### config.mk
export PLATFORM = sky130hd
export DESIGN_NAME = bb3_back
export DESIGN_NICKNAME = d
export VERILOG_FILES = /design/src/hw/rtl/box_blur_3x3_rgb_defines.svh /design/src/hw/rtl/bb3_pkg.sv /design/src/hw/rtl/bb3_back.sv
export SDC_FILE = /design/constraint.sdc
export NUM_CORES = 2
export LEC_CHECK = 0
export BUFFER_PORTS_ARGS = -buffer_cell sky130_fd_sc_hd__buf_4
export CORE_ASPECT_RATIO = 1.2
export CORE_MARGIN = 3
export CORE_UTILIZATION = 45
export CTS_BUF_LIST = sky130_fd_sc_hd__clkbuf_4 sky130_fd_sc_hd__clkbuf_8
export DETAILED_ROUTE_END_ITERATION = 16
export PLACE_DENSITY = 0.71
export SETUP_SLACK_MARGIN = 0.15
export SLEW_MARGIN = 0
export SYNTH_ARGS = -nofsm -noshare
export SYNTH_HDL_FRONTEND = slang
export SYNTH_SLANG_ARGS = --single-unit
### constraint.sdc
create_clock -name clk -period 15.8 [get_ports clk]
set_input_delay 0.79 -clock clk [delete_from_list [all_inputs] [get_ports clk]]
set_output_delay 0.79 -clock clk [all_outputs]
set_load 0.005 [all_outputs]
### src/hw/rtl/box_blur_3x3_rgb_defines.svh
// Assertion macros for the 3x3 box blur block.
// No dependencies; included by the top level.
`ifndef BOX_BLUR_3X3_RGB_DEFINES_SVH
`define BOX_BLUR_3X3_RGB_DEFINES_SVH
`ifndef ASSERT_OFF
`define BB_ASSERT_IMPL(lbl, a, c) \
  lbl: assert property (@(posedge clk) disable iff (!rst_n) (a) |-> (c)) else $error("bb check");
`define BB_ASSERT_NEXT(lbl, a, c) \
  lbl: assert property (@(posedge clk) disable iff (!rst_n) (a) |=> (c)) else $error("bb check");
`else
`define BB_ASSERT_IMPL(lbl, a, c)
`define BB_ASSERT_NEXT(lbl, a, c)
`endif
`endif

### src/hw/rtl/bb3_pkg.sv
// Shared types and constants for the 3x3 box blur.
// No dependencies.
package bb3_pkg;
  localparam int MaxWidth   = 1024;
  localparam int SampleBits = 16;
  localparam int ColW       = $clog2(MaxWidth);
  localparam int RowW       = 12;
  localparam int PixW       = 3 * SampleBits;
  localparam int SumW       = SampleBits + 4;
  localparam logic [15:0] SMask = 16'((32'd1 << SampleBits) - 1);

  localparam logic [1:0] RegWidth  = 2'd0;
  localparam logic [1:0] RegHeight = 2'd1;
  localparam logic [1:0] RegMax    = 2'd2;

  // Work handed from front to back
  typedef struct packed {
    logic            filt;
    logic            brd;
    logic [RowW-1:0] row;
    logic [ColW-1:0] col;
    logic [PixW-1:0] cur;
    logic [PixW-1:0] up;
    logic [PixW-1:0] lo;
  } work_t;

  typedef struct packed {
    logic [RowW-1:0]       row;
    logic [ColW-1:0]       col;
    logic [PixW-1:0]       pix;
    logic                  last;
  } res_t;

  // Divide by 9 via reciprocal multiply: ceil(2^23/9), exact for sums below 2^21
  function automatic logic [SampleBits-1:0] div9(input logic [SumW-1:0] s);
    logic [SumW+19:0] p;
    begin
      p    = (SumW+20)'(s) * (SumW+20)'(20'd932068);
      div9 = SampleBits'(p >> 23);
    end
  endfunction
endpackage

### src/hw/rtl/bb3_back.sv
// Back: sliding window, 3x3 sums, divide by 9, clamp, result emission.
// Depends on bb3_pkg.
module bb3_back import bb3_pkg::*; (
  input  logic            clk,
  input  logic            rst_n,
  input  logic [15:0]     cfg_max,
  input  logic            wk_valid,
  output logic            wk_ready,
  input  work_t           wk,
  output logic            out_valid,
  input  logic            out_ready,
  output res_t            res
);
  logic [PixW-1:0] win_r [6];
  // stage A: sums
  logic            a_v_r, a_f_r, a_b_r;
  logic [RowW-1:0] a_row_r;
  logic [ColW-1:0] a_col_r;
  logic [PixW-1:0] a_cur_r;
  logic [SumW-1:0] a_sum_r [3];
  logic            a_adv, take, phase_r;
  logic [15:0]     lim;
  logic [PixW-1:0] fpix;
  logic [SumW-1:0] s;
  logic            o_v_r;
  res_t            o_r;
  logic            two, emit_last, o_adv;

  assign o_adv = !o_v_r || out_ready;
  // result per cycle from stage A if o_adv; two results hold stage A
  assign two       = a_f_r && a_b_r;
  assign emit_last = !two || phase_r;
  assign a_adv     = !a_v_r || (o_adv && emit_last) || !(a_f_r || a_b_r);
  assign wk_ready  = a_adv;
  assign take      = wk_valid && wk_ready;

  always_ff @(posedge clk) begin
    if (!rst_n) begin
      for (int j = 0; j < 6; j++) win_r[j] <= '0;
    end else if (take) begin
      win_r[0] <= win_r[3];
      win_r[1] <= win_r[4];
      win_r[2] <= win_r[5];
      win_r[3] <= wk.up;
      win_r[4] <= wk.lo;
      win_r[5] <= wk.cur;
    end
  end

  always_ff @(posedge clk) begin
    if (take) begin
      a_f_r   <= wk.filt;
      a_b_r   <= wk.brd;
      a_row_r <= wk.row;
      a_col_r <= wk.col;
      a_cur_r <= wk.cur;
      for (int k = 0; k < 3; k++) begin
        a_sum_r[k] <= SumW'(wk.cur[k*SampleBits +: SampleBits])
          + SumW'(wk.up[k*SampleBits +: SampleBits])
          + SumW'(wk.lo[k*SampleBits +: SampleBits])
          + SumW'(win_r[0][k*SampleBits +: SampleBits])
          + SumW'(win_r[1][k*SampleBits +: SampleBits])
          + SumW'(win_r[2][k*SampleBits +: SampleBits])
          + SumW'(win_r[3][k*SampleBits +: SampleBits])
          + SumW'(win_r[4][k*SampleBits +: SampleBits])
          + SumW'(win_r[5][k*SampleBits +: SampleBits]);
      end
    end
  end

  assign lim = (cfg_max > SMask) ? SMask : cfg_max;
  always_comb begin
    fpix = '0;
    for (int k = 0; k < 3; k++) begin
      s = a_sum_r[k];
      fpix[k*SampleBits +: SampleBits] = (div9(s) > lim) ? lim : div9(s);
    end
  end

  always_ff @(posedge clk) begin
    if (!rst_n) begin
      a_v_r   <= 1'b0;
      phase_r <= 1'b0;
      o_v_r   <= 1'b0;
    end else begin
      if (a_adv) a_v_r <= take;
      if (a_v_r && (a_f_r || a_b_r) && o_adv)
        phase_r <= two && !phase_r;
      if (o_adv) o_v_r <= a_v_r && (a_f_r || a_b_r);
    end
  end

  // output register
  always_ff @(posedge clk) begin
    if (o_adv && a_v_r) begin
      if (a_f_r && !phase_r) begin
        o_r.row <= a_row_r - 1'b1;
        o_r.col <= a_col_r - 1'b1;
        o_r.pix <= fpix;
      end else begin
        o_r.row <= a_row_r;
        o_r.col <= a_col_r;
        o_r.pix <= a_cur_r;
      end
      o_r.last <= emit_last;
    end
  end

  assign out_valid = o_v_r;
  assign res       = o_r;
endmodule

### After elaboration in Yosys (flattened, before gate mapping)

Memory sizes are Yosys's and may differ from the RTL's.
Cells that the tools add are included.

* muxes and demuxes: 16
* add/sub/neg operators: 26
* bitwise logic cells: 6
* reduce and logical (&&, ||, !) cells: 18
* multiply operators: 3
* $lt $le $gt $ge: 4

Operators with widths (count)
* 48-bit two-way mux: 6
* 20-bit by 16-bit adder with 20-bit output: 12
* 20-bit by 18-bit multiplier with 37-bit output (second input constant): 3
* 70-bit two-way mux: 1
* 16-bit two-way mux: 4
* 19-bit by 16-bit adder with 20-bit output: 3
* 18-bit by 16-bit adder with 19-bit output: 3
* 17-bit by 16-bit adder with 18-bit output: 3
* 16-bit by 16-bit adder with 17-bit output: 3
* 16-bit > comparator: 3
* 16-bit > comparator (second input constant): 1
* 12-bit by 1-bit subtractor with 12-bit output (second input constant): 1
* 10-bit by 1-bit subtractor with 10-bit output (second input constant): 1
* 1-bit logical AND: 8
* 1-bit bitwise OR: 6
* 1-bit zero test: 5
* 1-bit logical OR: 5
* 1-bit two-way mux: 5

* output and inout port bits: 73
* memories kept: 2
* bits in writable memories: 348
* input port bits: 188
* register bits: 146

Memory list
* win_r: depth 6, width 48, rd ports 6, clocked after memory_dff 0, wr ports 6, line bb3_back.sv:14 `logic [PixW-1:0] win_r [6];`
* a_sum_r: depth 3, width 20, rd ports 3, clocked after memory_dff 0, wr ports 3, line bb3_back.sv:20 `logic [SumW-1:0] a_sum_r [3];`

### Depth between registers and ports, before layout

* depth in word-level cells: 11
* depth in mapped cells: 33
* depth with buffers taken out: 32

### Worst setup path after synthesis

Ideal clock, no wire load.

* kind: in2reg
* start: input port out_ready
* end: memory win_r[0][0] (netlist name), enable pin
* stages on the path: 5
* buffers on the path: 0
* data arrival time: 11.091 ns
* library setup time: 0.689 ns
* path slack: 4.020 ns
* cell sequence: nand2b_1 -> o21ai_0 -> nand2_1 -> and2_1 -> nand2b_1

RTL lines
* start: declaration: line bb3_back.sv:11 `input logic out_ready,`
* end: declaration: line bb3_back.sv:14

==> summary.txt <==
Outcome
  – Outcome: finished clean

Logic synthesis
  – Async set-reset flop share out of synthesis: 0%
  – Synth Area in Simple Gates: 8.26%
  – Total of warnings raised by yosys: 0
  – Mean Syn Cell Area: 12.0 µm²
  – Top cells by area, synth: edfxtp_1, fa_1, ha_1
  – EDFF count, synth: 491
  – Mux cell area share after synthesis: 0.358%
  – Post-Synth XOR/XNOR Area: 2.25%
  – Post-synthesis cell count: 3662
  – Dominant cell type by area after synthesis: edfxtp_1
  – Synth Area in Compound Gates: 5.68%
  – Synth Flop Type: edfxtp_1
  – Post-synth cell types: 84
  – Top cell type's share of synthesized area: 33.4%
  – #FFs+latches synth: 494
  – Register area share after synthesis: 33.6%
  – Post-Synthesis Cell Area: 44100 µm²
  – Post-synthesis adder-cell area fraction: 42.4%
  – Largest family of logic cells by synthesized area: adder cells
  – Syn nets: 4983

Clocking
  – Hold buffer count at cts: 0
  – CTS Buf Count: 85
  – H-tree levels: 3
  – Root buffer cell: clkbuf_8
  – Clk_lat worst skew: 720 ps
  – Clock slew at reported path FFs: 70 ps
  – Buffer depth of the longest clock path: 3
  – CTS tree: yes
  – PostCTS Resize Cnt: 0
  – Clock net sink count: 494
  – Post-CTS Setup Inserts: 0

Timing
  – Worst Hold Slack: 248 ps
  – Worst Skew: 37.1 ps
  – F_max: 117 MHz
  – Setup TNS: 0 ps
  – Final Hold Fails: 0
  – Tcrit/Tclk final: 54.0%
  – Final setup violating endpoints: 0
  – Relative slew slack: 21.1%
  – RSZ-0062 raised after global routing: false
  – Fin crit period: 8540 ps
  – Max-slew violation count: 0
  – Worst Max-Slew Pin Slew: 1180 ps

Place
  – Placed cells: 5146
  – HPWL after detailed placement: 83.4 mm
  – GP Congestion: 0.938
  – Post-DP Area: 47500 µm²
  – Port-buffer cells: 260

GRT
  – Initial antenna violation count: 7
  – First-pass GRT wire length: 160 mm
  – Largest net degree at the start of global routing: 164
  – Grt ovf: 0
  – Vias in the first global route: 29300
  – Total Routing Usage GR: 20.4%

Route
  – Wirelength per Cell: 18.9 µm
  – Routed Antenna Nets: 0
  – DR pass1 iterations: 7
  – Via/cell ratio: 5.06
  – 1st-iter DRT viols: 1418
  – Vias: 26800
  – Drt drc: 0
  – Final wirelength: 100 mm

Die
  – Die Height: 349 µm
  – FP Rows: 125
  – Top Ports: 261
  – Die ar.: 102000 µm²
  – Core Area: 97000 µm²
  – Die width: 292 µm
  – Initial core utilization: 45.5%

Critical path
  – Critical path's slowest cell: a22oi_2
  – Crit start category: register
  – CP Class: reg2reg
  – Element type at the critical path end: register
  – Crit-path max FO: 25
  – Crit path largest cell delay: 930 ps
  – Worst path required time: 16280 ps
  – CP arrival: 9020 ps
  – Buf+Inv Stages, Crit Path: 7
  – Most numerous cell on the critical path: inv_1
  – Largest delay contributor family on the critical path: adder cells
  – Slack of the worst reg-to-reg path: 7260 ps

Cells and area
  – Commonest cells after routing, fill and taps aside: inv_1, fa_1, ha_1
  – Nets@finish: 5284
  – Fill cell count: 8462
  – Fin cells: 5309
  – Leading cell type in the layout, fill and taps excluded: inv_1
  – Area grow syn2layout: 12.0%
  – Finished layout cell area: 49400 µm²
  – Proportion of layout cells with a drive suffix above 1: 11.2%

Job
  – # Max-Cap Violations: 0

Hold path
  – Worst min path class: in2reg
## flip-flops by register name (all words and copies together), names as in the netlist
signal / flops
out_valid: 1
a_f_r: 1
win_r: 288
a_b_r: 1
phase_r: 1
a_cur_r: 48
a_v_r: 1
a_col_r: 10
res: 71
a_sum_r: 60
a_row_r: 12
## layout make-up
class	count	area [µm²]	share of cell area, %
sequential	494	14800	30.0
clock inverter	51	493	0.999
multi-input combinational	2302	26000	52.7
inverter	809	3040	6.15
antenna	8	20.0	0.0405
clock buffer	104	1340	2.71
tap	1270	1590	3.22
timing repair buffer	271	2050	4.15
## cell usage after synthesis (4+ instances only)
cell	count
a31oi_1	16
nor4_1	6
a21boi_0	8
nor2b_1	15
xor2_1	43
a21oi_2	6
o211ai_1	15
clkbuf_1	48
or3_1	11
edfxtp_1	491
mux2i_1	12
fa_1	604
a31o_2	6
a21oi_1	94
nand2_1	118
o21a_1	16
xnor2_1	70
nand2b_1	13
nand3_1	41
or2_2	4
o31ai_1	12
and2_1	300
inv_1	808
nor3_1	39
nor2_1	86
ha_1	529
o21ai_1	7
and3_1	12
o21ai_0	68
a211o_1	5
a21o_1	44
a211oi_1	12
or4_1	5
nand4_1	17
## through the flow
stage               util (%)  setup slack [ps]
floorplan                  -              4020
global route            50.9              6640
CTS                     50.9              7330
finish                  50.9              7260
global placement        49.0              7480
detailed placement      49.0              7320
## logic make-up after synthesis
family / Yosys count
AO/OA/AOI/OAI: 365
XOR/XNOR: 113
adder cells (fa/ha/maj): 1133
buffers and inverters: 866
flip-flops: 494
multiplexers: 15
AND/OR/NAND/NOR: 676
## layer usage
layer	vias to the layer above	GRT usage (%)	share of wire [%]
li1	12600	-	-
met1	13500	26.9	43
met2	597	34.5	48
met3	154	3.88	5.8
met4	6	5.64	2.6
met5	-	0	0.051
## final timing paths
check | from | end | cells past startpoint
max | a_sum_r[0][25] | res[27] | 31
min | wk[166] | a_b_r | 1
max reg2reg | a_sum_r[0][25] | res[27] | 31
min reg2reg | a_cur_r[21] | res[22] | 2
## worst register-to-register path: cells and delay by family, from the launching register on
| family | cells | cell delay, ps |
|---|---|---|
| AO/OA/AOI/OAI | 8 | 2230 |
| adder cells (fa/ha/maj) | 8 | 3400 |
| buffers and inverters | 7 | 460 |
| flip-flops | 1 | 460 |
| multiplexers | 1 | 280 |
| AND/OR/NAND/NOR | 7 | 1500 |
Power is not shown: default switching activity piles up to over one toggle a cycle in this logic, so the estimate is an artifact.
