<file path="config.mk">
export PLATFORM = sky130hd
export DESIGN_NAME = bb3_fifo
export DESIGN_NICKNAME = d
export VERILOG_FILES = /design/src/hw/rtl/box_blur_3x3_rgb_defines.svh /design/src/hw/rtl/bb3_pkg.sv /design/src/hw/rtl/bb3_fifo.sv
export SDC_FILE = /design/constraint.sdc
export NUM_CORES = 1
export LEC_CHECK = 0
export ABC_CLOCK_PERIOD_IN_PS = 6600
export BUFFER_PORTS_ARGS = -buffer_cell sky130_fd_sc_hd__buf_2
export CAP_MARGIN = 20
export CORE_UTILIZATION = 44
export CTS_CLUSTER_SIZE = 12
export DETAILED_ROUTE_END_ITERATION = 8
export PLACE_DENSITY = 0.74
export RECOVER_POWER = 50
export SYNTH_ARGS = -nofsm -noshare
export SYNTH_HDL_FRONTEND = slang
export SYNTH_SLANG_ARGS = --single-unit
</file>
<file path="constraint.sdc">
create_clock -name clk -period 6.6 [get_ports clk]
set_input_delay 1.32 -clock clk [delete_from_list [all_inputs] [get_ports clk]]
set_output_delay 1.32 -clock clk [all_outputs]
set_load 0.03 [all_outputs]
</file>
<file path="src/hw/rtl/box_blur_3x3_rgb_defines.svh">
// Assertion macros for the 3x3 box blur block.
// No dependencies; included by the top level.
`ifndef BOX_BLUR_3X3_RGB_DEFINES_SVH
`define BOX_BLUR_3X3_RGB_DEFINES_SVH
`ifndef ASSERT_OFF
`define BB_ASSERT_IMPL(lbl, a, c) \
  lbl: assert property (@(posedge clk) disable iff (!rst_n) (a) |-> (c)) else $error("bb check");
`define BB_ASSERT_NEXT(lbl, a, c) \
  lbl: assert property (@(posedge clk) disable iff (!rst_n) (a) |=> (c)) else $error("bb check");
`else
`define BB_ASSERT_IMPL(lbl, a, c)
`define BB_ASSERT_NEXT(lbl, a, c)
`endif
`endif

</file>
<file path="src/hw/rtl/bb3_pkg.sv">
// Shared types and constants for the 3x3 box blur.
// No dependencies.
package bb3_pkg;
  localparam int MaxWidth   = 1024;
  localparam int SampleBits = 16;
  localparam int ColW       = $clog2(MaxWidth);
  localparam int RowW       = 12;
  localparam int PixW       = 3 * SampleBits;
  localparam int SumW       = SampleBits + 4;
  localparam logic [15:0] SMask = 16'((32'd1 << SampleBits) - 1);

  localparam logic [1:0] RegWidth  = 2'd0;
  localparam logic [1:0] RegHeight = 2'd1;
  localparam logic [1:0] RegMax    = 2'd2;

  // Work handed from front to back
  typedef struct packed {
    logic            filt;
    logic            brd;
    logic [RowW-1:0] row;
    logic [ColW-1:0] col;
    logic [PixW-1:0] cur;
    logic [PixW-1:0] up;
    logic [PixW-1:0] lo;
  } work_t;

  typedef struct packed {
    logic [RowW-1:0]       row;
    logic [ColW-1:0]       col;
    logic [PixW-1:0]       pix;
    logic                  last;
  } res_t;

  // Divide by 9 via reciprocal multiply: ceil(2^23/9), exact for sums below 2^21
  function automatic logic [SampleBits-1:0] div9(input logic [SumW-1:0] s);
    logic [SumW+19:0] p;
    begin
      p    = (SumW+20)'(s) * (SumW+20)'(20'd932068);
      div9 = SampleBits'(p >> 23);
    end
  endfunction
endpackage

</file>
<file path="src/hw/rtl/bb3_fifo.sv">
// Two-entry queue between front and back.
// Depends on bb3_pkg.
module bb3_fifo import bb3_pkg::*; (
  input  logic  clk,
  input  logic  rst_n,
  input  logic  i_valid,
  output logic  i_ready,
  input  work_t i_data,
  output logic  o_valid,
  input  logic  o_ready,
  output work_t o_data
);
  work_t      mem_r [2];
  logic       wp_r, rp_r;
  logic [1:0] cnt_r;
  logic       push, pop;
  assign i_ready = cnt_r != 2'd2;
  assign o_valid = cnt_r != 2'd0;
  assign o_data  = mem_r[rp_r];
  assign push    = i_valid && i_ready;
  assign pop     = o_valid && o_ready;
  always_ff @(posedge clk) begin
    if (push) mem_r[wp_r] <= i_data;
  end
  always_ff @(posedge clk) begin
    if (!rst_n) begin
      wp_r  <= 1'b0;
      rp_r  <= 1'b0;
      cnt_r <= '0;
    end else begin
      if (push) wp_r <= !wp_r;
      if (pop)  rp_r <= !rp_r;
      cnt_r <= cnt_r + 2'(push) - 2'(pop);
    end
  end
endmodule

</file>
; ---- Yosys cells after proc, flatten, opt, wreduce, memory -nomap -nowiden
; Memories as Yosys holds them, arrays and structs flattened. A register that Yosys moved wholly into a read port is not among the register bits.
; Cells that the tools add are included.
; W data, S select, Z words.
[totals]
memories = 1
regBits = 4
out_inout_bits = 170
wordCells = 16
ramBits = 336
[classes]
n_eq_ne = 1
n_reduce_logical = 5
addsub = 2
mux = 4
[mem_list]
columns = name, words, width, rd, rd_ports_with_merged_regs, write_ports, line_no
row1 = mem_r, 2, 168, 1, 1, 1, bb3_fifo.sv:13  ; work_t mem_r [2];
[ops]
columns = cell, count
row1 = $mux W1, 4
row2 = $add A2 B1 Y2, 1
row3 = $logic_and A1 B1 Y1, 2
row4 = $logic_not A1 Y1, 2
row5 = $ne A2 B2 Y1 const B, 1
row6 = $reduce_bool A2 Y1, 1
row7 = $sub A2 B1 Y2, 1

; ---- Longest topological paths before layout
; Gate-level depths: netlist (run 1).
[depth]
word_depth = 4
mapped_depth = 6

; ---- Worst setup path before layout (run 1)
; No wires, ideal clock.
[synth_path]
path_kind = input port to flip-flop
startpoint = input i_valid
endpoint = memory mem_r[1][0] (netlist bit) (enable)
arrival_time_ns = 5.218
path_slack_ns = 0.832
setup_ns = 0.550
required_time_ns = 6.050
path_stages = 1
path_cell_list = and3_1
[synth_via]
elab_chain_cells = 3
[synth_rtl]
columns = item, line_no
row1 = start: declaration, bb3_fifo.sv:6  ; input logic i_valid,
row2 = $logic_and A1 B1 Y1, bb3_fifo.sv:20  ; assign push = i_valid && i_ready;
row3 = $mux W1, bb3_fifo.sv:23  ; if (push) mem_r[wp_r] <= i_data;
row4 = $mux W1 (implied by the code), bb3_fifo.sv:23
row5 = end: declaration, bb3_fifo.sv:13
; Every way passes these cells.

; ---- Worst setup path after layout (run 1)
[layout_path]
startpoint = input i_valid
endpoint = memory mem_r[1][130] (netlist bit) (enable)
; Same word-level chain as after synthesis.

==> impl_metrics.prom, run 1 <==
# TYPE chip_impl_metric gauge
chip_impl_info{name="timing.rr.end",value="mem_r[1][130]"} 1
chip_impl_metric{name="route.detailed.vias_per_inst",unit=""} 4.813
chip_impl_info{name="critical_path.endpoint_type",value="register"} 1
chip_impl_info{name="worst-setup-path-type",value="input pin to register"} 1
chip_impl_metric{name="route.detailed.wl_per_inst",unit="µm"} 17.92
chip_impl_info{name="result_of_the_run",value="finished with violations"} 1
chip_impl_metric{name="timing.final.max_slew_violations",unit=""} 71
chip_impl_metric{name="synth-edff-count",unit=""} 336
chip_impl_metric{name="finalSetupViolations",unit=""} 0
chip_impl_info{name="min-delay-path-class",value="register to register"} 1
chip_impl_metric{name="timing.reg2reg.worst_path_depth",unit=""} 3
chip_impl_metric{name="antenna_violating_nets_post_route",unit=""} 0
chip_impl_metric{name="finalNetCount",unit=""} 1092
chip_impl_metric{name="max-vdd-ir-drop",unit="mV"} 0.2560
chip_impl_metric{name="io_buffer_count",unit=""} 341
chip_impl_metric{name="dp.cells",unit=""} 1264
chip_impl_metric{name="dp.final_hpwl",unit="µm"} 15220
chip_impl_metric{name="boundaryPins",unit=""} 342
chip_impl_info{name="kind_of_start_point_of_the_critical_path",value="input pin"} 1
chip_impl_metric{name="fin_util",unit="%"} 55.42
chip_impl_metric{name="route.met2.wl",unit="µm"} 11900
chip_impl_info{name="netlist_top_cells_count",value="edfxtp_1, mux2_4, mux2_2"} 1
chip_impl_metric{name="cts.sink_count",unit=""} 341
chip_impl_metric{name="rows",unit=""} 62
chip_impl_info{name="failed_checks",value="max-capacitance violations, max-slew violations"} 1
chip_impl_info{name="ctsRootBufferMaster",value="clkbuf_16"} 1
chip_impl_info{name="cp_slowest_cell",value="and3_1"} 1
chip_impl_metric{name="power.density",unit="mW/mm²"} 386.7
chip_impl_metric{name="timing.final.crit_period",unit="ps"} 4553
chip_impl_metric{name="post_cts.resized_instances",unit=""} 0
chip_impl_metric{name="finalClockSkew",unit="ps"} 7.559
chip_impl_metric{name="stdcell_count",unit=""} 1330
chip_impl_metric{name="cts_inserted_buffers",unit=""} 37
chip_impl_metric{name="ff_latch_area",unit="mm²"} 0.01019
chip_impl_metric{name="filler_cell_count",unit=""} 2258
chip_impl_metric{name="synth_cells",unit=""} 553
chip_impl_info{name="grt_setup_unrepaired",value="no"} 1
chip_impl_metric{name="cp.buffers_inverters",unit=""} 2
chip_impl_info{name="top_layer_used",value="met5"} 1
chip_impl_metric{name="drt_iter0_markers",unit=""} 417
chip_impl_metric{name="p_leak",unit="nW"} 5.936
chip_impl_metric{name="total_area_of_multi_input_combinational_cells",unit="mm²"} 0.002424
chip_impl_metric{name="drv.max_cap_violation_count",unit=""} 1
chip_impl_info{name="cts_tree",value="built"} 1
chip_impl_metric{name="finalSetupTns",unit="ps"} 0
chip_impl_metric{name="path_max_fanout",unit=""} 98
chip_impl_metric{name="htree_num_levels",unit=""} 2
chip_impl_info{name="holdCritStartpoint",value="rp_r"} 1
chip_impl_info{name="synth_top_flop_cell",value="edfxtp_1"} 1
chip_impl_metric{name="areaGrowthSynthToFinish",unit="%"} 24.17
chip_impl_metric{name="achievable-frequency",unit="MHz"} 219.6
chip_impl_metric{name="cts.clk_slew.worst_paths",unit="ps"} 50
chip_impl_metric{name="chipWidth",unit="µm"} 172.6
chip_impl_metric{name="proportion_of_synthesized_chip_area_in_sequential_cells",unit="%"} 79.55
chip_impl_metric{name="die_h",unit="µm"} 172.6
chip_impl_metric{name="placeable_core_region",unit="mm²"} 0.02870
chip_impl_metric{name="worstPathArrival",unit="ps"} 4690
chip_impl_metric{name="grt_util_overall",unit="%"} 15.47
chip_impl_info{name="yosys.cell_count.top_type",value="edfxtp_1"} 1
chip_impl_metric{name="floorplan.die_area",unit="mm²"} 0.02980
chip_impl_info{name="synth.area.top_cells",value="edfxtp_1, mux2_4, mux2_2"} 1
chip_impl_metric{name="antenna_found_initial",unit=""} 5
chip_impl_metric{name="async_set_or_reset_register_ratio_after_synthesis",unit="%"} 0
chip_impl_metric{name="synthDistinctLibCells",unit=""} 25
chip_impl_info{name="crit_path_cell_trace",value="clkbuf_1 > and3_1 > buf_12"} 1
chip_impl_metric{name="detailroute.wirelength.met3",unit="µm"} 1880
chip_impl_metric{name="drt_pre_antenna_iters",unit=""} 4
chip_impl_metric{name="grt_pass1_vias",unit=""} 6672
chip_impl_metric{name="synth_top_cell_area_share",unit="%"} 78.77
chip_impl_info{name="critical-path-top-delay-family",value="simple AND/OR/NAND/NOR gates"} 1
chip_impl_metric{name="max_slew_margin",unit="%"} -125.2
chip_impl_metric{name="grt_start_max_net_pins",unit=""} 99
chip_impl_metric{name="hold_buffer_count_at_cts",unit=""} 0
chip_impl_metric{name="post-layout-total-power",unit="W"} 0.006151
chip_impl_metric{name="post_synth_instance_area",unit="mm²"} 0.01281
chip_impl_metric{name="grt.overflow.total",unit=""} 0
chip_impl_metric{name="detail_route.drc_violations",unit=""} 0
chip_impl_metric{name="mappedNetlistNets",unit=""} 726
chip_impl_metric{name="gp_congestion",unit=""} 0.7417
chip_impl_metric{name="crit_path_max_incr_delay",unit="ps"} 2530
chip_impl_metric{name="post_synth.cell_area_avg",unit="µm²"} 23.16
chip_impl_metric{name="hold_viol_final",unit=""} 0
chip_impl_metric{name="hold-path-cell-count",unit=""} 2
chip_impl_info{name="library_cell_occupying_the_most_area_in_the_post_synthesis_netlist",value="edfxtp_1"} 1
chip_impl_metric{name="post_route_cells_drive_above_1_share",unit="%"} 52.28
chip_impl_metric{name="route.vias.total",unit=""} 6401
chip_impl_info{name="regToRegStartpoint",value="cnt_r[0]"} 1
chip_impl_metric{name="final_min_period_over_clock_period",unit="%"} 68.98
chip_impl_metric{name="yosysWarningCount",unit=""} 0
chip_impl_metric{name="critical_path_required",unit="ps"} 6730
chip_impl_metric{name="detail_route.wirelength.met1",unit="µm"} 9380
chip_impl_metric{name="wirelength",unit="µm"} 23830
chip_impl_metric{name="first_pass_grt_wire_length",unit="µm"} 35620
chip_impl_metric{name="synth.ff_latch_count",unit=""} 341
chip_impl_metric{name="clock_insertion_delay_worst_skew",unit="ps"} 500
chip_impl_metric{name="worstMarginPinSlew",unit="ps"} 3378
chip_impl_metric{name="initial_standard_cell_utilization_of_the_core",unit="%"} 44.63
chip_impl_metric{name="setup.reg_to_reg.worst_slack",unit="ps"} 2540
chip_impl_metric{name="clock_tree.buffer_depth",unit=""} 3
chip_impl_metric{name="cts_post_setup_buffers_inserted",unit=""} 0
## power breakdown
| part | total [W] | internal (W) | switching (W) |
|---|---|---|---|
| clock | 0.00188 | 0.00112 | 0.000759 |
| sequential | 0.00271 | 0.00264 | 0.0000776 |
| combinational | 0.00156 | 0.000590 | 0.000970 |
## layout by cell type (no fill, tap or decap), drive strengths merged
| cell type | synthesis | layout |
|---|---|---|
| and2 | 1 | 1 |
| o21ba | 1 | 1 |
| and2b | 1 | 1 |
| bufinv | 0 | 1 |
| or2 | 1 | 1 |
| o31a | 1 | 1 |
| o21ai | 2 | 2 |
| nor3 | 1 | 1 |
| edfxtp | 336 | 336 |
| inv | 2 | 3 |
| a21bo | 1 | 1 |
| nor4bb | 1 | 1 |
| buf | 19 | 277 |
| nand2b | 1 | 1 |
| clkinvlp | 0 | 1 |
| nand3 | 1 | 1 |
| xor2 | 1 | 1 |
| nand3b | 1 | 1 |
| dfxtp | 5 | 5 |
| mux2 | 168 | 168 |
| ha | 1 | 1 |
| diode | 0 | 3 |
| clkinv | 0 | 8 |
| nor4 | 1 | 1 |
| and3 | 2 | 2 |
| clkbuf | 0 | 121 |
| a21oi | 1 | 1 |
| nor2 | 4 | 4 |
## cell type report
class,instances,area share (%)
flip-flops and latches,341,64.08
multi-input cells,191,15.24
repair buffers,346,10.57
clock buffers,52,6.442
well taps,384,3.021
clock inverters,11,0.5192
inverters,2,0.07866
diodes,3,0.04720
## worst reg2reg max path: stages, from the launching register on
cell and delay (ps):
dfxtp_1 410, nand2b_1 190, and3_1 2470, buf_12 480
## worst max-delay path by stage
stage / start / endpoint / slack [ps] / cells past startpoint
after floorplan: i_valid / mem_r[1][0] / 830 / 1
after global placement: register / o_data[4] / 3200 / 3
after detailed placement: register / o_data[45] / 3170 / 3
after CTS: register / o_data[45] / 2630 / 3
after global routing: i_valid / mem_r[1][110] / 1770 / 3
final: i_valid / mem_r[1][130] / 2050 / 3
## per-stage QoR
stage / hold slack (ps) / setup WS (ps) / cell area (µm²)
finish: 493.1 / 2047 / 15910
global route: 531.1 / 1766 / 15910
CTS: 502.3 / 2634 / 15990
detailed placement: 495.0 / 3168 / 14880
global placement: 482.4 / 3201 / 14880
floorplan: 472.5 / 832.4 / 12810
## cells by family (layout without fill, tap and decap cells)
kind of cell / count (synthesis) / in the layout / synth area share [%]
buffers and inverters: 21 / 411 / 1.534
AND/OR/NAND/NOR: 15 / 15 / 0.6838
XOR/XNOR: 1 / 1 / 0.06839
other: 0 / 3 / 0
adder cells (fa/ha/maj): 1 / 1 / 0.09766
multiplexers: 168 / 168 / 17.73
AO/OA/AOI/OAI: 6 / 6 / 0.3418
flip-flops: 341 / 341 / 79.55
## layer usage
metal	vias up	GRT usage [%]
li1	2944	-
met1	3116	18.19
met2	281	26.44
met3	56	4.661
met4	4	6.362
met5	-	0
## registers in the layout, indices dropped and copies added (netlist names), named ones only
| name | cells |
|---|---|
| mem_r | 336 |
| rp_r | 1 |
| wp_r | 1 |
| cnt_r | 2 |
(Power assumes the default switching activity.)
==> run 2, diff against run 1 <==
- ABC_AREA: default -> 1
- ABC_CLOCK_PERIOD_IN_PS: 6600 -> 3800
- PLACE_DENSITY: 0.74 -> 0.76
- clock period: 6.6 -> 3.8 ns (I/O delays scaled with it)
==> run 2 against run 1 <==
The run still ends with max-capacitance violations, max-slew violations left; via count fell by 0.97%; global-route usage is 0.24 points lower; sequential share of layout area up 0.066 points; worst hold slack got worse by 41 ps; wire length rose by 0.17%; sequential power is 82% higher; non-clock buffer count grew 3; clock skew up 5.4 ps; clock power up 68%; highest routed layer unchanged.
==> impl_metrics.prom, run 2 <==
# TYPE chip_impl_metric gauge
chip_impl_metric{name="drv.max_cap_violation_count",unit=""} 3
chip_impl_metric{name="grt_start_max_net_pins",unit=""} 128
chip_impl_metric{name="cts.clk_slew.worst_paths",unit="ps"} 60
chip_impl_metric{name="worstPathArrival",unit="ps"} 2980
chip_impl_metric{name="post_route_cells_drive_above_1_share",unit="%"} 52.17
chip_impl_metric{name="boundaryPins",unit=""} 342
chip_impl_metric{name="critical_path_required",unit="ps"} 3870
chip_impl_metric{name="route.met2.wl",unit="µm"} 12360
chip_impl_metric{name="clock_insertion_delay_worst_skew",unit="ps"} 490
chip_impl_metric{name="drt_iter0_markers",unit=""} 284
chip_impl_metric{name="htree_num_levels",unit=""} 2
chip_impl_metric{name="total_area_of_multi_input_combinational_cells",unit="mm²"} 0.002392
chip_impl_metric{name="combinationalPowerShare",unit="%"} 29.7
chip_impl_metric{name="antenna_found_initial",unit=""} 6
chip_impl_metric{name="power.share.clock",unit="%"} 27.5
chip_impl_info{name="regToRegStartpoint",value="cnt_r[0]"} 1
chip_impl_metric{name="areaGrowthSynthToFinish",unit="%"} 24.31
chip_impl_metric{name="cts.sink_count",unit=""} 341
chip_impl_metric{name="path_max_fanout",unit=""} 42
chip_impl_metric{name="timing.final.max_slew_violations",unit=""} 171
chip_impl_metric{name="finalNetCount",unit=""} 1100
chip_impl_metric{name="filler_cell_count",unit=""} 2232
chip_impl_metric{name="first_pass_grt_wire_length",unit="µm"} 33770
chip_impl_info{name="largest_register",value="mem_r"} 1
chip_impl_metric{name="worstMarginPinSlew",unit="ps"} 1978
chip_impl_metric{name="detail_route.wirelength.met1",unit="µm"} 8783
chip_impl_metric{name="placeable_core_region",unit="mm²"} 0.02863
chip_impl_metric{name="proportion_of_synthesized_chip_area_in_sequential_cells",unit="%"} 79.72
chip_impl_info{name="min-delay-path-class",value="input pin to register"} 1
chip_impl_metric{name="max-vdd-ir-drop",unit="mV"} 0.3952
chip_impl_info{name="final_common_cell",value="edfxtp_1"} 1
chip_impl_metric{name="rows",unit=""} 62
chip_impl_metric{name="wirelength",unit="µm"} 23870
chip_impl_metric{name="dp.final_hpwl",unit="µm"} 15720
chip_impl_metric{name="finalSetupTns",unit="ps"} 0
chip_impl_info{name="cts_tree",value="built"} 1
chip_impl_metric{name="timing.final.crit_period",unit="ps"} 2915
chip_impl_metric{name="grt_util_overall",unit="%"} 15.23
chip_impl_metric{name="route.detailed.vias_per_inst",unit=""} 4.752
chip_impl_info{name="synth.area.top_cells",value="edfxtp_1, mux2_4, mux2_2"} 1
chip_impl_info{name="worst_path_most_repeated_cell",value="nand2_1"} 1
chip_impl_metric{name="route.detailed.wl_per_inst",unit="µm"} 17.89
chip_impl_metric{name="largest_reg_flops",unit=""} 336
chip_impl_metric{name="post_synth.cell_area_avg",unit="µm²"} 22.87
chip_impl_metric{name="synth_top_cell_area_share",unit="%"} 78.94
chip_impl_metric{name="grt.overflow.total",unit=""} 0
chip_impl_metric{name="power.density",unit="mW/mm²"} 724.5
chip_impl_metric{name="synth-edff-count",unit=""} 336
chip_impl_metric{name="seqPwrFrac",unit="%"} 42.8
chip_impl_metric{name="timing.reg2reg.worst_path_depth",unit=""} 5
chip_impl_metric{name="post_cts.resized_instances",unit=""} 0
chip_impl_info{name="result_of_the_run",value="finished with violations"} 1
chip_impl_info{name="yosys.cell_count.top_type",value="edfxtp_1"} 1
chip_impl_metric{name="post-route-worst-setup-slack",unit="ps"} 884.8
chip_impl_metric{name="hold_viol_final",unit=""} 0
chip_impl_metric{name="hold-path-cell-count",unit=""} 1
chip_impl_info{name="holdCritStartpoint",value="i_data[21]"} 1
chip_impl_metric{name="switching_share_of_power",unit="%"} 31.04
chip_impl_info{name="ctsRootBufferMaster",value="clkbuf_16"} 1
chip_impl_info{name="crit_path_cell_trace",value="inv_1 > nand2_1 > nand2_1 > nor2_4 > dlymetal6s4s_1"} 1
chip_impl_metric{name="finalSetupViolations",unit=""} 0
chip_impl_metric{name="cp.buffers_inverters",unit=""} 2
chip_impl_metric{name="detailroute.wirelength.met3",unit="µm"} 2085
chip_impl_metric{name="internal_power",unit="W"} 0.007939
chip_impl_info{name="netlist_top_cells_count",value="edfxtp_1, mux2_4, mux2_2"} 1
chip_impl_metric{name="antenna_violating_nets_post_route",unit=""} 0
chip_impl_metric{name="worst-path-stages",unit=""} 5
chip_impl_info{name="critical_path.endpoint_type",value="register"} 1
chip_impl_metric{name="crit_path_max_incr_delay",unit="ps"} 1530
chip_impl_metric{name="ff_latch_area",unit="mm²"} 0.01019
chip_impl_metric{name="final_min_period_over_clock_period",unit="%"} 76.72
chip_impl_metric{name="drt_pre_antenna_iters",unit=""} 4
chip_impl_metric{name="route.vias.total",unit=""} 6339
chip_impl_metric{name="cts_post_setup_buffers_inserted",unit=""} 0
chip_impl_metric{name="hold_buffer_count_at_cts",unit=""} 0
chip_impl_metric{name="synth.ff_latch_count",unit=""} 341
chip_impl_metric{name="achievable-frequency",unit="MHz"} 343.0
chip_impl_metric{name="grt_pass1_vias",unit=""} 6337
chip_impl_info{name="synth_top_flop_cell",value="edfxtp_1"} 1
chip_impl_metric{name="async_set_or_reset_register_ratio_after_synthesis",unit="%"} 0
chip_impl_metric{name="gp_congestion",unit=""} 0.7334
chip_impl_metric{name="net-switching-power",unit="W"} 0.003573
chip_impl_info{name="largestRegisters",value="mem_r: 336 flops, cnt_r: 2 flops"} 1
chip_impl_metric{name="clock_tree.buffer_depth",unit=""} 3
chip_impl_metric{name="p_leak",unit="nW"} 5.970
chip_impl_metric{name="yosysWarningCount",unit=""} 0
chip_impl_info{name="library_cell_occupying_the_most_area_in_the_post_synthesis_netlist",value="edfxtp_1"} 1
chip_impl_info{name="kind_of_start_point_of_the_critical_path",value="register"} 1
chip_impl_metric{name="detail_route.drc_violations",unit=""} 0
chip_impl_metric{name="max_slew_margin",unit="%"} -31.88
chip_impl_metric{name="post_synth_instance_area",unit="mm²"} 0.01278
chip_impl_info{name="failed_checks",value="max-capacitance violations, max-slew violations"} 1
chip_impl_metric{name="pre_cts_ws",unit="ps"} 1586
chip_impl_metric{name="mappedNetlistNets",unit=""} 732
chip_impl_metric{name="chipWidth",unit="µm"} 172.4
chip_impl_info{name="grt_setup_unrepaired",value="no"} 1
chip_impl_metric{name="cts_inserted_buffers",unit=""} 36
chip_impl_metric{name="io_buffer_count",unit=""} 341
chip_impl_metric{name="die_h",unit="µm"} 172.4
chip_impl_info{name="commonest_cells_after_routing_fill_and_taps_aside",value="edfxtp_1, buf_2, mux2_4"} 1
chip_impl_metric{name="synthDistinctLibCells",unit=""} 13
chip_impl_metric{name="finalClockSkew",unit="ps"} 12.91
chip_impl_info{name="critical-path-top-delay-family",value="buffers and inverters"} 1
chip_impl_info{name="cp_slowest_cell",value="dlymetal6s4s_1"} 1
chip_impl_info{name="top_layer_used",value="met5"} 1
chip_impl_info{name="worst-setup-path-type",value="register to register"} 1
chip_impl_metric{name="initial_standard_cell_utilization_of_the_core",unit="%"} 44.65
chip_impl_info{name="crit_start",value="cnt_r[0]"} 1
chip_impl_metric{name="synth_cells",unit=""} 559
chip_impl_metric{name="floorplan.die_area",unit="mm²"} 0.02974
## run 2: cell count changes in the layout (fill, tap and decap cells not counted), moves of 3 or more
cell / delta
buf_2: +4
clkbuf_1: -4
inv_1: +6
nand2_1: +11
nor2_1: +3
## run 2: logic make-up after synthesis
logic type      after synthesis  share of synthesized area, %
simple gates                 21                        0.6264
fa+ha+maj                     1                       0.09787
mux                         168                         17.77
compound gates                1                       0.03912
xor+xnor                      1                       0.06853
flops                       341                         79.72
buf+inv                      26                         1.684
## run 2: path summary, 6_finish.rpt
check	endpoint	slack (ps)
worst max-delay path	mem_r[0][14]	880
worst min-delay path	mem_r[0][21]	450
worst max register to register	mem_r[0][14]	880
worst min register to register	register	500
## run 2: worst register-to-register path, stage by stage (launching register included)
cell            delay [ps]
dfxtp_1                360
inv_1                   60
nand2_1                100
nand2_1                230
nor2_4                 180
dlymetal6s4s_1        1530
## run 2: cell type report
| type | count | share of cell area (%) |
|---|---|---|
| flip-flops and latches | 341 | 64.15 |
| diodes | 5 | 0.07874 |
| multi-input cells | 192 | 15.06 |
| clock buffers | 49 | 6.110 |
| well taps | 384 | 3.024 |
| inverters | 7 | 0.1654 |
| clock inverters | 7 | 0.5039 |
| repair buffers | 349 | 10.91 |
## run 2: per-stage QoR
step | utilization [%] | hold slack (ps) | total power, W | cells | area (µm²)
finish | 55.51 | 452.3 | 0.01151 | 1334 | 15890
global route | 55.50 | 428.8 | 0.01201 | 1333 | 15890
CTS | 55.94 | 422.6 | 0.01169 | 1329 | 16010
detailed placement | 52.27 | 485.4 | 0.008484 | 1273 | 14960
global placement | 52.27 | 481.7 | 0.008429 | 1273 | 14960
floorplan | - | 466.9 | 0.007622 | 559 | 12810
## run 2: power by group through the flow
stage | Clock (W) | Sequential, W | Combinational, W
4_1_cts | 0.00326 | 0.00491 | 0.00351
3_3_place_gp | 0 | 0.00495 | 0.00347
6_report | 0.00316 | 0.00493 | 0.00342
2_1_floorplan | 0 | 0.00497 | 0.00265
3_5_place_dp | 0 | 0.00499 | 0.00350
5_1_grt | 0.00340 | 0.00497 | 0.00363
## run 2: layer usage
layer	global-route usage (%)	vias up
li1	-	2947
met1	16.70	3088
met2	26.67	252
met3	5.447	50
met4	6.310	2
met5	0	-
==> run 3, diff against run 2 <==
- ABC_AREA: 1 -> 0
- ABC_CLOCK_PERIOD_IN_PS: 3800 -> 2400
- clock period: 3.8 -> 2.4 ns (I/O delays scaled with it)
==> run 3 against run 2 <==
The flow now finishes without violations; clock power is 52% higher; clock skew shrank 4.8 ps; non-clock buffer count grew 19; largest cell class unchanged.
==> impl_metrics.prom, run 3 (synthesized netlist as in run 1, its figures left out) <==
# TYPE chip_impl_metric gauge
chip_impl_metric{name="initial_standard_cell_utilization_of_the_core",unit="%"} 44.63
chip_impl_info{name="kind_of_start_point_of_the_critical_path",value="register"} 1
chip_impl_metric{name="route.detailed.wl_per_inst",unit="µm"} 18.08
chip_impl_metric{name="total_area_of_multi_input_combinational_cells",unit="mm²"} 0.002424
chip_impl_metric{name="first_pass_grt_wire_length",unit="µm"} 36690
chip_impl_metric{name="detail_route.drc_violations",unit=""} 0
chip_impl_metric{name="grt_util_overall",unit="%"} 16.03
chip_impl_metric{name="drt_iter0_markers",unit=""} 341
chip_impl_metric{name="cts_inserted_buffers",unit=""} 36
chip_impl_metric{name="setup.reg_to_reg.worst_slack",unit="ps"} 230
chip_impl_info{name="cts_tree",value="built"} 1
chip_impl_metric{name="gp_congestion",unit=""} 0.7697
chip_impl_metric{name="areaGrowthSynthToFinish",unit="%"} 25.42
chip_impl_metric{name="worstMarginPinSlew",unit="ps"} 1041
chip_impl_metric{name="htree_num_levels",unit=""} 2
chip_impl_metric{name="die_h",unit="µm"} 172.6
chip_impl_metric{name="route.detailed.vias_per_inst",unit=""} 4.844
chip_impl_info{name="regToRegStartpoint",value="cnt_r[0]"} 1
chip_impl_metric{name="clock_tree.buffer_depth",unit=""} 3
chip_impl_metric{name="drv.max_cap_violation_count",unit=""} 0
chip_impl_metric{name="wirelength",unit="µm"} 24290
chip_impl_info{name="timing.rr.end",value="mem_r[1][89]"} 1
chip_impl_info{name="critical_path.endpoint_type",value="output pin"} 1
chip_impl_info{name="result_of_the_run",value="completed"} 1
chip_impl_metric{name="hold-path-cell-count",unit=""} 1
chip_impl_metric{name="io_buffer_count",unit=""} 341
chip_impl_info{name="worstHoldEndpoint",value="mem_r[0][156]"} 1
chip_impl_metric{name="antenna_found_initial",unit=""} 4
chip_impl_info{name="worst-setup-path-type",value="register to output pin"} 1
chip_impl_metric{name="timing.final.max_slew_violations",unit=""} 0
chip_impl_metric{name="stdcell_count",unit=""} 1343
chip_impl_metric{name="dp.final_hpwl",unit="µm"} 16600
chip_impl_metric{name="timing.final.crit_period",unit="ps"} 2304
chip_impl_info{name="min-delay-path-class",value="input pin to register"} 1
chip_impl_metric{name="placeable_core_region",unit="mm²"} 0.02870
chip_impl_metric{name="chipWidth",unit="µm"} 172.6
chip_impl_metric{name="grt.overflow.total",unit=""} 0
chip_impl_metric{name="timing.reg2reg.worst_path_depth",unit=""} 3
chip_impl_metric{name="max-vdd-ir-drop",unit="mV"} 0.6989
chip_impl_metric{name="drt_pre_antenna_iters",unit=""} 4
chip_impl_metric{name="post_route_cells_drive_above_1_share",unit="%"} 53.35
chip_impl_metric{name="dp.cells",unit=""} 1283
chip_impl_metric{name="route.vias.total",unit=""} 6505
chip_impl_metric{name="grt_pass1_vias",unit=""} 6841
chip_impl_info{name="grt_setup_unrepaired",value="no"} 1
chip_impl_metric{name="grt_start_max_net_pins",unit=""} 85
chip_impl_info{name="final_common_cell",value="edfxtp_1"} 1
chip_impl_metric{name="boundaryPins",unit=""} 342
chip_impl_metric{name="filler_cell_count",unit=""} 2311
chip_impl_metric{name="finalClockSkew",unit="ps"} 8.124
chip_impl_info{name="largestRegisters",value="mem_r: 336 flops, cnt_r: 2 flops"} 1
chip_impl_metric{name="final_min_period_over_clock_period",unit="%"} 96.02
chip_impl_metric{name="finalSetupViolations",unit=""} 0
chip_impl_metric{name="ff_latch_area",unit="mm²"} 0.01019
chip_impl_metric{name="p_leak",unit="nW"} 6.025
chip_impl_metric{name="hold_viol_final",unit=""} 0
chip_impl_info{name="commonest_cells_after_routing_fill_and_taps_aside",value="edfxtp_1, buf_2, mux2_4"} 1
chip_impl_metric{name="critical_path_required",unit="ps"} 1920
chip_impl_metric{name="rows",unit=""} 62
chip_impl_metric{name="cts.clk_slew.worst_paths",unit="ps"} 60
chip_impl_metric{name="finalNetCount",unit=""} 1113
chip_impl_metric{name="cts.sink_count",unit=""} 341
chip_impl_info{name="largest_register",value="mem_r"} 1
chip_impl_metric{name="achievable-frequency",unit="MHz"} 434.0
chip_impl_metric{name="path_max_fanout",unit=""} 44
chip_impl_metric{name="worstPathArrival",unit="ps"} 1820
chip_impl_metric{name="largest_reg_flops",unit=""} 336
chip_impl_info{name="ctsRootBufferMaster",value="clkbuf_16"} 1
chip_impl_metric{name="floorplan.die_area",unit="mm²"} 0.02980
chip_impl_metric{name="stdcell_area",unit="mm²"} 0.01607
chip_impl_metric{name="max_slew_margin",unit="%"} 30.62
chip_impl_info{name="holdCritStartpoint",value="i_data[156]"} 1
chip_impl_metric{name="clock_insertion_delay_worst_skew",unit="ps"} 490
chip_impl_metric{name="antenna_violating_nets_post_route",unit=""} 0
chip_impl_metric{name="power.density",unit="mW/mm²"} 1045
chip_impl_metric{name="fin_util",unit="%"} 55.97
chip_impl_metric{name="detailed_place.area",unit="mm²"} 0.01515
==> run 3: report_power, final <==
part           leakage, nW  internal [W]  switching [W]  total [W]
Sequential            3.18       0.00724       0.000160    0.00740
Combinational         2.35       0.00182        0.00278    0.00459
Clock                0.487       0.00279        0.00201    0.00480
Total                 6.02        0.0118        0.00494     0.0168
==> run 3: cell type report <==
type / instances / area share [%]
timing repair buffer: 368 / 12.14
tap: 384 / 2.991
inverter: 2 / 0.07009
clock buffer: 47 / 5.997
sequential: 341 / 63.45
multi-input combinational: 191 / 15.09
antenna: 3 / 0.04673
clock inverter: 7 / 0.2181
==> run 3: worst max path at each step <==
stage / from / endpoint / slack, ps / cells after the start
floorplan: cnt_r[0] / mem_r[0][0] / -1180 / 3
global placement: register / o_data[26] / 530 / 3
detailed placement: register / o_data[13] / 500 / 4
CTS: register / o_data[24] / 7 / 3
global route: register / o_data[148] / 20 / 4
finish: register / o_data[136] / 100 / 3
==> run 3: timing repair <==
item                       in CTS  in global routing
setup endpoints to repair      35                  4
resized for setup               0                  2
hold buffers                    0                  0
gates cloned                    1                  0
setup buffers                   2                  0
==> run 3: critical path, cell delays in order, from the launching register on <==
cell     delay [ps]
dfxtp_4         420
buf_12          310
mux2_4          350
buf_2           180
==> run 3: per-stage QoR <==
stage	worst slack, ps	hold WS (ps)	TNS [ps]	power, W
final	95.61	167.8	0	0.01679
after global routing	23.46	147.4	0	0.01741
after CTS	6.672	139.5	0	0.01704
after detailed placement	495.8	489.7	0	0.01212
after global placement	529.0	485.2	0	0.01204
after floorplan	-1176	472.5	-313430	0.01094
==> run 3: metal layers <==
| layer | share of wire, % | track usage, % |
|---|---|---|
| met2 | 50 | 27.65 |
| met4 | 3.7 | 6.920 |
| met1 | 38 | 18.03 |
| met3 | 8.7 | 5.497 |
| met5 | 0.054 | 0 |
